===== config.mk =====
export PLATFORM = sky130hd
export DESIGN_NAME = positional_list_insert_delete
export DESIGN_NICKNAME = d
export VERILOG_FILES = /design/src/sv/plid_pkg.sv /design/src/sv/plid_ctrl.sv /design/src/sv/plid_dp.sv /design/src/sv/positional_list_insert_delete.sv
export SDC_FILE = /design/constraint.sdc
export NUM_CORES = 2
export LEC_CHECK = 0
export ABC_AREA = 1
export BUFFER_PORTS_ARGS = -buffer_cell sky130_fd_sc_hd__buf_4
export CAP_MARGIN = 5
export CORE_MARGIN = 2
export CORE_UTILIZATION = 30
export CTS_CLUSTER_DIAMETER = 200
export DETAILED_ROUTE_END_ITERATION = 6
export HOLD_SLACK_MARGIN = 0.05
export PLACE_DENSITY = 0.44
export SYNTH_ARGS = -nofsm -noshare
export SYNTH_HDL_FRONTEND = slang
export SYNTH_SLANG_ARGS = --single-unit

===== constraint.sdc =====
create_clock -name clk -period 4.4 [get_ports clk]
set_clock_uncertainty 0.1 [all_clocks]
set_input_delay 0.88 -clock clk [delete_from_list [all_inputs] [get_ports clk]]
set_output_delay 0.88 -clock clk [all_outputs]
set_load 0.03 [all_outputs]

===== src/sv/plid_pkg.sv =====
// Shared types and codes for the positional list block.
package plid_pkg;

	typedef enum logic [1:0] {
		MODE_INSERT = 2'd0,
		MODE_DELETE = 2'd1,
		MODE_DUMP   = 2'd2,
		MODE_RSVD   = 2'd3
	} plid_mode_t;

	typedef enum logic [1:0] {
		STAT_OK     = 2'd0,
		STAT_BADPOS = 2'd1,
		STAT_FULL   = 2'd2,
		STAT_RSVD   = 2'd3
	} plid_status_t;

	typedef enum logic [1:0] {
		ST_IDLE,
		ST_RESP,
		ST_DUMP
	} plid_state_t;

	// Controller to datapath.
	typedef struct packed {
		logic load;      // transaction accepted: apply the operation
		logic rotate;    // dump entry taken: rotate the chain by one
		logic show_dump; // drive the head cell onto the result port
	} plid_cmd_t;

	// Datapath to controller.
	typedef struct packed {
		logic dump_go;   // dump requested on a non-empty list
		logic dump_last; // head cell is the final dump entry
	} plid_sts_t;

endpackage


===== src/sv/plid_ctrl.sv =====
// Controller state machine for the positional list block.
module plid_ctrl import plid_pkg::*; (
	input  logic      clk,
	input  logic      arst_n,
	input  logic      in_valid,
	output logic      in_ready,
	output logic      out_valid,
	input  logic      out_ready,
	input  plid_sts_t sts,
	output plid_cmd_t cmd
);

	plid_state_t state_q, state_d;

	always_ff @(posedge clk or negedge arst_n) begin
		if (!arst_n) begin
			state_q <= ST_IDLE;
		end else begin
			state_q <= state_d;
		end
	end

	always_comb begin
		state_d = state_q;
		case (state_q)
			ST_IDLE: begin
				if (in_valid) begin
					state_d = sts.dump_go ? ST_DUMP : ST_RESP;
				end
			end
			ST_RESP: begin
				if (out_ready) begin
					state_d = ST_IDLE;
				end
			end
			ST_DUMP: begin
				if (out_ready && sts.dump_last) begin
					state_d = ST_IDLE;
				end
			end
			default: state_d = ST_IDLE;
		endcase
	end

	always_comb begin
		in_ready      = 1'b0;
		out_valid     = 1'b0;
		cmd.load      = 1'b0;
		cmd.rotate    = 1'b0;
		cmd.show_dump = 1'b0;
		case (state_q)
			ST_IDLE: begin
				in_ready = 1'b1;
				cmd.load = in_valid;
			end
			ST_RESP: begin
				out_valid = 1'b1;
			end
			ST_DUMP: begin
				out_valid     = 1'b1;
				cmd.show_dump = 1'b1;
				cmd.rotate    = out_ready;
			end
			default: begin
				in_ready = 1'b0;
			end
		endcase
	end

endmodule


===== src/sv/plid_dp.sv =====
// Datapath for the positional list block: shifting cell chain, count and result register.
module plid_dp import plid_pkg::*; #(
	parameter int CAPACITY = 32
) (
	input  logic               clk,
	input  logic               arst_n,
	input  plid_cmd_t          cmd,
	output plid_sts_t          sts,
	input  logic [1:0]         mode,
	input  logic signed [31:0] value,
	input  logic [5:0]         position,
	output logic signed [31:0] item_value,
	output logic               item_valid,
	output logic [1:0]         status,
	output logic [5:0]         element_count,
	output logic               last
);

	localparam int CW = $clog2(CAPACITY + 1);
	localparam int XW = ((CW > 6) ? CW : 6) + 1;
	localparam logic [XW-1:0] CAP_X = XW'(CAPACITY);

	logic signed [31:0] cell_q [CAPACITY];
	logic [CW-1:0]      count_q;
	logic [CW-1:0]      rem_q;
	plid_status_t       res_status_q;

	logic [XW-1:0] pos_x;
	logic [XW-1:0] cnt_x;
	logic          ins_ok;
	logic          del_ok;
	plid_mode_t    op;
	plid_status_t  op_status;

	assign op    = plid_mode_t'(mode);
	assign pos_x = XW'(position);
	assign cnt_x = XW'(count_q);

	assign ins_ok = cmd.load && (op == MODE_INSERT) && (pos_x != '0)
		&& (pos_x <= cnt_x + XW'(1)) && (cnt_x < CAP_X);
	assign del_ok = cmd.load && (op == MODE_DELETE) && (pos_x != '0)
		&& (pos_x <= cnt_x);

	always_comb begin
		op_status = STAT_OK;
		case (op)
			MODE_INSERT: begin
				if ((pos_x == '0) || (pos_x > cnt_x + XW'(1))) begin
					op_status = STAT_BADPOS;
				end else if (cnt_x >= CAP_X) begin
					op_status = STAT_FULL;
				end
			end
			MODE_DELETE: begin
				if ((pos_x == '0) || (pos_x > cnt_x)) begin
					op_status = STAT_BADPOS;
				end
			end
			MODE_DUMP:   op_status = STAT_OK;
			default:     op_status = STAT_BADPOS;
		endcase
	end

	// Each cell looks only at itself, its neighbours and the head cell.
	for (genvar gi = 0; gi < CAPACITY; gi++) begin : g_cell
		localparam int PREV = (gi == 0) ? 0 : gi - 1;
		localparam int NEXT = (gi == CAPACITY - 1) ? gi : gi + 1;
		localparam logic [XW-1:0] PLACE = XW'(gi + 1);

		logic signed [31:0] cell_d;

		always_comb begin
			cell_d = cell_q[gi];
			if (ins_ok) begin
				if (PLACE == pos_x) begin
					cell_d = value;
				end else if (PLACE > pos_x) begin
					cell_d = cell_q[PREV];
				end
			end else if (del_ok) begin
				if (PLACE >= pos_x) begin
					cell_d = cell_q[NEXT];
				end
			end else if (cmd.rotate) begin
				// wrap the head round to the tail so the list is whole after the dump
				if (PLACE < cnt_x) begin
					cell_d = cell_q[NEXT];
				end else if (PLACE == cnt_x) begin
					cell_d = cell_q[0];
				end
			end
		end

		always_ff @(posedge clk) begin
			cell_q[gi] <= cell_d;
		end
	end

	always_ff @(posedge clk or negedge arst_n) begin
		if (!arst_n) begin
			count_q <= '0;
			rem_q   <= '0;
		end else begin
			if (ins_ok) begin
				count_q <= count_q + CW'(1);
			end else if (del_ok) begin
				count_q <= count_q - CW'(1);
			end
			if (cmd.load) begin
				rem_q <= count_q;
			end else if (cmd.rotate) begin
				rem_q <= rem_q - CW'(1);
			end
		end
	end

	always_ff @(posedge clk) begin
		if (cmd.load) begin
			res_status_q <= op_status;
		end
	end

	assign sts.dump_go   = (op == MODE_DUMP) && (count_q != '0);
	assign sts.dump_last = (rem_q == CW'(1));

	always_comb begin
		element_count = 6'(count_q);
		if (cmd.show_dump) begin
			item_value = cell_q[0];
			item_valid = 1'b1;
			status     = STAT_OK;
			last       = sts.dump_last;
		end else begin
			item_value = '0;
			item_valid = 1'b0;
			status     = res_status_q;
			last       = 1'b1;
		end
	end

endmodule


===== src/sv/positional_list_insert_delete.sv =====
// An insert, delete or rejected transaction shows its result in the cycle after acceptance.
// A dump gives one result per entry, or one result when the list is empty.
// Only one transaction at a time; the next can be taken in the cycle after the last result leaves.
// Insert and delete shift the whole cell chain at once; a dump rotates it once per entry.
// Reset (arst_n low, asynchronous) empties the list and returns the controller to idle.
module positional_list_insert_delete import plid_pkg::*; #(
	parameter int CAPACITY = 32
) (
	input  logic               clk,
	input  logic               arst_n,
	input  logic               in_valid,
	output logic               in_ready,
	input  logic [1:0]         mode,
	input  logic signed [31:0] value,
	input  logic [5:0]         position,
	output logic               out_valid,
	input  logic               out_ready,
	output logic signed [31:0] item_value,
	output logic               item_valid,
	output logic [1:0]         status,
	output logic [5:0]         element_count,
	output logic               last
);

	plid_cmd_t cmd;
	plid_sts_t sts;

	plid_ctrl u_ctrl (
		.clk       (clk),
		.arst_n    (arst_n),
		.in_valid  (in_valid),
		.in_ready  (in_ready),
		.out_valid (out_valid),
		.out_ready (out_ready),
		.sts       (sts),
		.cmd       (cmd)
	);

	plid_dp #(
		.CAPACITY (CAPACITY)
	) u_dp (
		.clk           (clk),
		.arst_n        (arst_n),
		.cmd           (cmd),
		.sts           (sts),
		.mode          (mode),
		.value         (value),
		.position      (position),
		.item_value    (item_value),
		.item_valid    (item_valid),
		.status        (status),
		.element_count (element_count),
		.last          (last)
	);

endmodule


[Yosys cells after proc, flatten, opt, wreduce, memory -nomap -nowiden]
Memories as Yosys holds them, arrays and structs flattened.
Index checks and enable logic that the tools add are counted.
Word-level totals
  memories kept: 1
  input bits: 44
  word-level logic and storage cells: 474
  flip-flop bits (word level): 16
  memory bits (writable): 1024
  output and inout port bits: 44
Operators by class
  muxes and demuxes: 274
  $add $sub $neg: 4
  equal/unequal tests: 71
  reductions and logical operators: 20
  magnitude comparators: 100
Memories
  u_dp.cell_q: words 32, bits a word 32, read ports 32, clocked after Yosys merged registers in 0, wr ports 32, RTL line plid_dp.sv:23  | logic signed [31:0] cell_q [CAPACITY];
Operators by type and width (count)
  $mux 32: 254
  $eq 5x6->1 const A: 32
  $eq 4x6->1 const A: 16
  $ge 5x6->1 const A: 16
  $gt 5x6->1 const A: 16
  $lt 5x6->1 const A: 16
  $eq 3x6->1 const A: 8
  $ge 4x6->1 const A: 8
  $gt 4x6->1 const A: 8
  $lt 4x6->1 const A: 8
  $eq 2x6->1 const A: 4
  $ge 3x6->1 const A: 4
  $gt 3x6->1 const A: 4
  $lt 3x6->1 const A: 4
  $mux 6: 4
  $mux 2: 8
  $eq 6x6->1 const A: 2
  $ge 2x6->1 const A: 2
  $gt 2x6->1 const A: 2
  $lt 2x6->1 const A: 2
  $pmux 2 s3: 2
  $sub 6x1->6 const B: 2
  $logic_and 1x1->1: 9
  $add 6x1->7 const B: 1
  other kinds (26): 37

[Depth between registers and ports, before layout]
  word-level depth: 7
  depth in mapped cells: 19
  mapped depth without buffers: 16

[Modules after synthesis]
Synthesis repeated with hierarchy kept, for this count alone.
Second synthesis, totals
  cell total of the unflattened synthesis: 9465
  area total of the unflattened synthesis: 68454.4 sq um
Modules (own cells, without submodules)
  plid_dp: cells an instance 9437, area an instance 68264.2 sq um, times used 1, seq. area each 31109.8 sq um
  plid_ctrl: cells an instance 28, area an instance 190.2 sq um, times used 1, seq. area each 50.0 sq um

[Worst setup path after synthesis]
Ideal clock, no wire load.
  kind: reg2reg
  start point: register, netlist name u_dp.element_count[0]
  end point: memory u_dp.cell_q[6][0], in the netlist u_dp.cell_q[0][192], enable pin
  slack: -0.091 ns
  setup time: 0.422 ns
  stages on the path, launching flop included: 17
  buffers on the path: 2
  arrival: 3.970 ns
  cell sequence: dfrtp_1 -> clkinv_1 -> nor2_1 -> nand2_1 -> nand2_1 -> nand2_1 -> ha_1 -> nand3_1 -> nor2_1 -> nor2_1 -> nand2_1 -> nand3_2 -> buf_4 -> nand2_1 -> buf_2 -> nand2_1 -> nor2_1
RTL lines (RTL line)
  end: declaration: plid_dp.sv:23

==> reports/results.md <==
| Stage | Item | Reported |
|---|---|---|
| synthesis | Number of synthesized flops with an enable pin | 1026 |
| worst hold path | Source of the worst hold timing path | mode[0] |
| global route | Global routing usage on met2 | 41.50% |
| outcome | Run status | complete, no violations |
| synthesis | Main synth FF type | edfxtp_1 |
| routing | Average wire per standard cell | 26.22 um |
| timing | Count of final hold-check violations | 0 |
| global route | Met1 layer usage reported by global route | 43.08% |
| timing | Period Utilization, post-route | 95.57% |
| synthesis | Area share of the leading cell type in the synthesized netlist | 40.73% |
| placement | HPWL after DPL | 250.1 mm |
| timing | RSZ-0062 raised after global routing | false |
| synthesis | Flip-flop and latch count after synthesis | 1040 |
| synthesis | YS warnings | 0 |
| synthesis | Largest area contributor in the synthesized netlist | edfxtp_1 |
| setup path | Type of the setup path with the least slack | register to register |
| timing | Peak Freq | 237.8 MHz |
| routing | DRC marker count from the first detailed-route iteration | 11570 |
| global route | GRT Resource Usage Total | 29.22% |
| die | Top Ports | 88 |
| die | Site row count | 184 |
| global route | Antenna violations before repair | 27 |
| finish | Util after Layout | 33.76% |
| global route | Largest net degree at the start of global routing | 168 |
| die | Die Span Y | 506.1 um |
| setup path | Slack of the worst reg-to-reg path | 0.19 ns |
| clocking | Clk slew on worst S/H paths | 0.06 ns |
| placement | Weighted congestion reported at the end of routability-driven placement | 0.9989 |
| routing | Drc violations | 0 |
| setup path | Worst R2R Path Depth | 16 |
| timing | Slew headroom | 14.93% |
| clocking | CTS H-Tree Depth | 4 |
| routing | Detailed Routing Iterations Pass 1 | 6 |
| worst hold path | End point of the most critical hold path | u_dp.res_status_q[1] |
| synthesis | Part of the Yosys area used for sequential elements | 41.19% |
| clocking | Clock buffer depth | 3 |
| clocking | Source-to-sink clock delay at the later pin of the worst-skew pair | 0.83 ns |
| setup path | Arrival time at the worst endpoint | 4.64 ns |
| global route | Most heavily used metal layer in global routing | met1 |
| routing | Per-cell via count in the routed design | 5.433 |
| synthesis | Cell area after synthesis | 75640 um^2 |
| routing | Sum of routed wire length over all layers | 388.4 mm |
| finish | Number of nets in the layout | 11400 |
| synthesis | Post-Syn Nets | 11800 |
| setup path | Startpoint of the worst register-to-register path | u_dp.element_count[1] |
| worst hold path | Hold Path Stages | 2 |
| setup path | Crit path required time | 4.83 ns |
| global route | First-pass GRT wire length | 546.9 mm |
| setup path | Worst Path Max Fanout | 21 |
| finish | Layout Area Growth over Synthesis | 11.98% |
| clocking | Clk sinks | 1040 |
| die | Overall die width | 506.1 um |
| timing | Final setup vio count | 0 |
| clocking | Number of buffers added by the clock tree synthesis step | 141 |
| die | Core outline area | 250900 um^2 |
| worst hold path | Class of the worst hold path | input port to register |
| power and ir drop | Total leakage power | 40.05 nW |
| clocking | TritonCTS clock tree | yes |
| synthesis | Mean Syn Cell Area | 6.445 um^2 |
| global route | Sum of overflow across all layers after global routing | 0 |
| timing | Minimum clock period after layout | 4.205 ns |
| finish | Share of cells above drive strength 1 | 6.773% |
| global route | Met3 capacity usage during global routing | 5.741% |
| synthesis | Ranking of synthesized cells by area | edfxtp_1, nand2_1, o21ai_0, nand3_1, inv_1 |
| die | Initial standard-cell utilization of the core | 30.14% |
| synthesis | Count of cell types in the netlist | 34 |
| placement | Count of buffers from port buffering | 87 |
| global route | Vias in the first global route | 71770 |
| synthesis | Cell count after synthesis | 11740 |
| setup path | Critical register-to-register path endpoint | u_dp.cell_q[2][70] |
| timing | Count of pins over their slew limit | 0 |
| timing | Least-Margin Pin Slew | 1.276 ns |
| clocking | Post-CTS setup buffer count | 0 |
| power and ir drop | Power density normalized to cell area | 646.8 nW/um^2 |
| power and ir drop | Worst IR Drop VDD | 481.9 uV |
| power and ir drop | Post-layout power | 54.79 mW |
| routing | Vias post-DR | 80500 |
| setup path | Worst setup SP type | register |
| flow run | Count of max-cap constraint violations | 0 |
| synthesis | Share of flip-flops with an asynchronous set or reset after synthesis | 1.346% |
| clocking | Master cell of the clock root buffer | clkbuf_16 |
| routing | Antenna Violating Nets Remaining | 0 |
| setup path | Critical Path Sink Type | register |
| die | Full die area | 256200 um^2 |
## layout make-up
type	count	area (um^2)
Multi-Input combinational cell	9004	37930
Sequential cell	1040	31160
Antenna cell	25	62.56
Fill cell	27730	166200
Inverter	718	2710
Clock inverter	79	645.6
Tap cell	3348	4189
Clock buffer	174	3715
Timing Repair Buffer	427	4297
## per-stage QoR
step	std cells	hold WS [ns]	instance area [um^2]	worst slack, ns	TNS, ns
final	14820	0.2907	84710	0.1950	0
after global routing	14790	0.2709	84640	0.006581	0
after CTS	14790	0.2226	84630	0.2215	0
after detailed placement	14540	0.4058	80260	0.1965	0
after global placement	14540	0.3979	80260	0.1637	0
after floorplan	11740	0.3699	75710	-0.03223	-3.092
## cells by family after synthesis
kind of cell             Yosys count  synth area share, %
AND/OR/NAND/NOR                 7101                36.71
AO/OA/AOI/OAI                   1873                12.45
buffers and inverters           1694                9.204
flip-flops                      1040                41.19
adder cells (fa/ha/maj)           21               0.3474
XOR/XNOR                           8              0.09263
## per-layer routing
| metal | up-vias | routed length [um] | part of all wire [%] |
|---|---|---|---|
| met5 | - | 56 | 0.014 |
| met2 | 4442 | 158600 | 41 |
| met3 | 578 | 40440 | 10 |
| met1 | 38680 | 173500 | 45 |
| li1 | 36790 | - | - |
| met4 | 4 | 15710 | 4.0 |
## flip-flops by register name, summed over array words and instances (netlist names)
signal and flops:
u_ctrl.state_q 2, u_dp.cell_q 1024, u_dp.element_count 6, u_dp.rem_q 6
u_dp.res_status_q 2
## worst max-delay path by stage
stage,from,endpoint,slack [ns],cells past startpoint
global route,u_dp.element_count[1],u_dp.cell_q[2][91],0.007,16
CTS,u_dp.element_count[1],u_dp.cell_q[2][72],0.22,16
detailed placement,position[5],u_dp.cell_q[2][72],0.20,13
finish,u_dp.element_count[1],u_dp.cell_q[2][70],0.19,16
global placement,position[5],u_dp.cell_q[2][77],0.16,14
floorplan,u_dp.element_count[5],u_dp.cell_q[0][64],-0.03,13
## power breakdown
part / switching [mW] / internal [mW] / leakage (nW) / total (mW)
logic: 19.1 / 7.82 / 28.4 / 27.0
registers: 1.45 / 14.9 / 9.50 / 16.4
clock network: 5.06 / 6.42 / 2.13 / 11.5
## repair_timing
item | CTS | global route
endpoints found under the setup margin | 0 | 12
hold endpoints to repair | 14 | 0
gates resized for setup | 0 | 1
hold buffers | 1 | 0
## worst max-delay path, cell delays in order, from the launching register on
cell     delay [ns]
dfrtp_1        0.44
ha_1           0.25
nand2_1        0.10
buf_4          0.15
o21ai_0        0.29
ha_1           0.31
nand2_1        0.07
nand2_1        0.05
a21oi_1        0.13
nand2_1        0.09
nand2_1        0.13
nand3_4        0.20
nand2_1        0.18
buf_12         0.18
nand2_1        0.30
nor2_4         0.65
buf_4          0.27
## synth_stat cells, types with 6 or more instances
cell and count:
nand3_1 808, ha_1 21, dfrtp_1 14, xor2_1 6
nand4_1 17, clkbuf_1 522, inv_2 9, a21oi_1 41
o21ai_0 1798, nor3_1 7, inv_1 706, edfxtp_1 1026
nand2_1 6185, o21ai_1 17, buf_2 389, buf_4 27
nor2_1 74, buf_1 36
## cell usage in the layout, fill, tap and decap left out, types with 7 or more instances in the layout
cell type,count
nor2_4,23
nand2_2,34
clkinv_1,36
nand2_1,6152
nor2_2,9
inv_6,8
nand4_1,17
inv_1,641
diode_2,25
dfrtp_1,13
inv_2,71
edfxtp_1,1026
a21oi_1,38
clkbuf_16,143
clkinv_2,22
bufinv_16,7
o21ai_0,1798
nor3_1,7
clkbuf_1,29
nor2_1,45
buf_4,339
buf_12,87
ha_1,20
nand3_1,807
o21ai_1,11
Note: power is estimated with default switching activity, not from simulation.
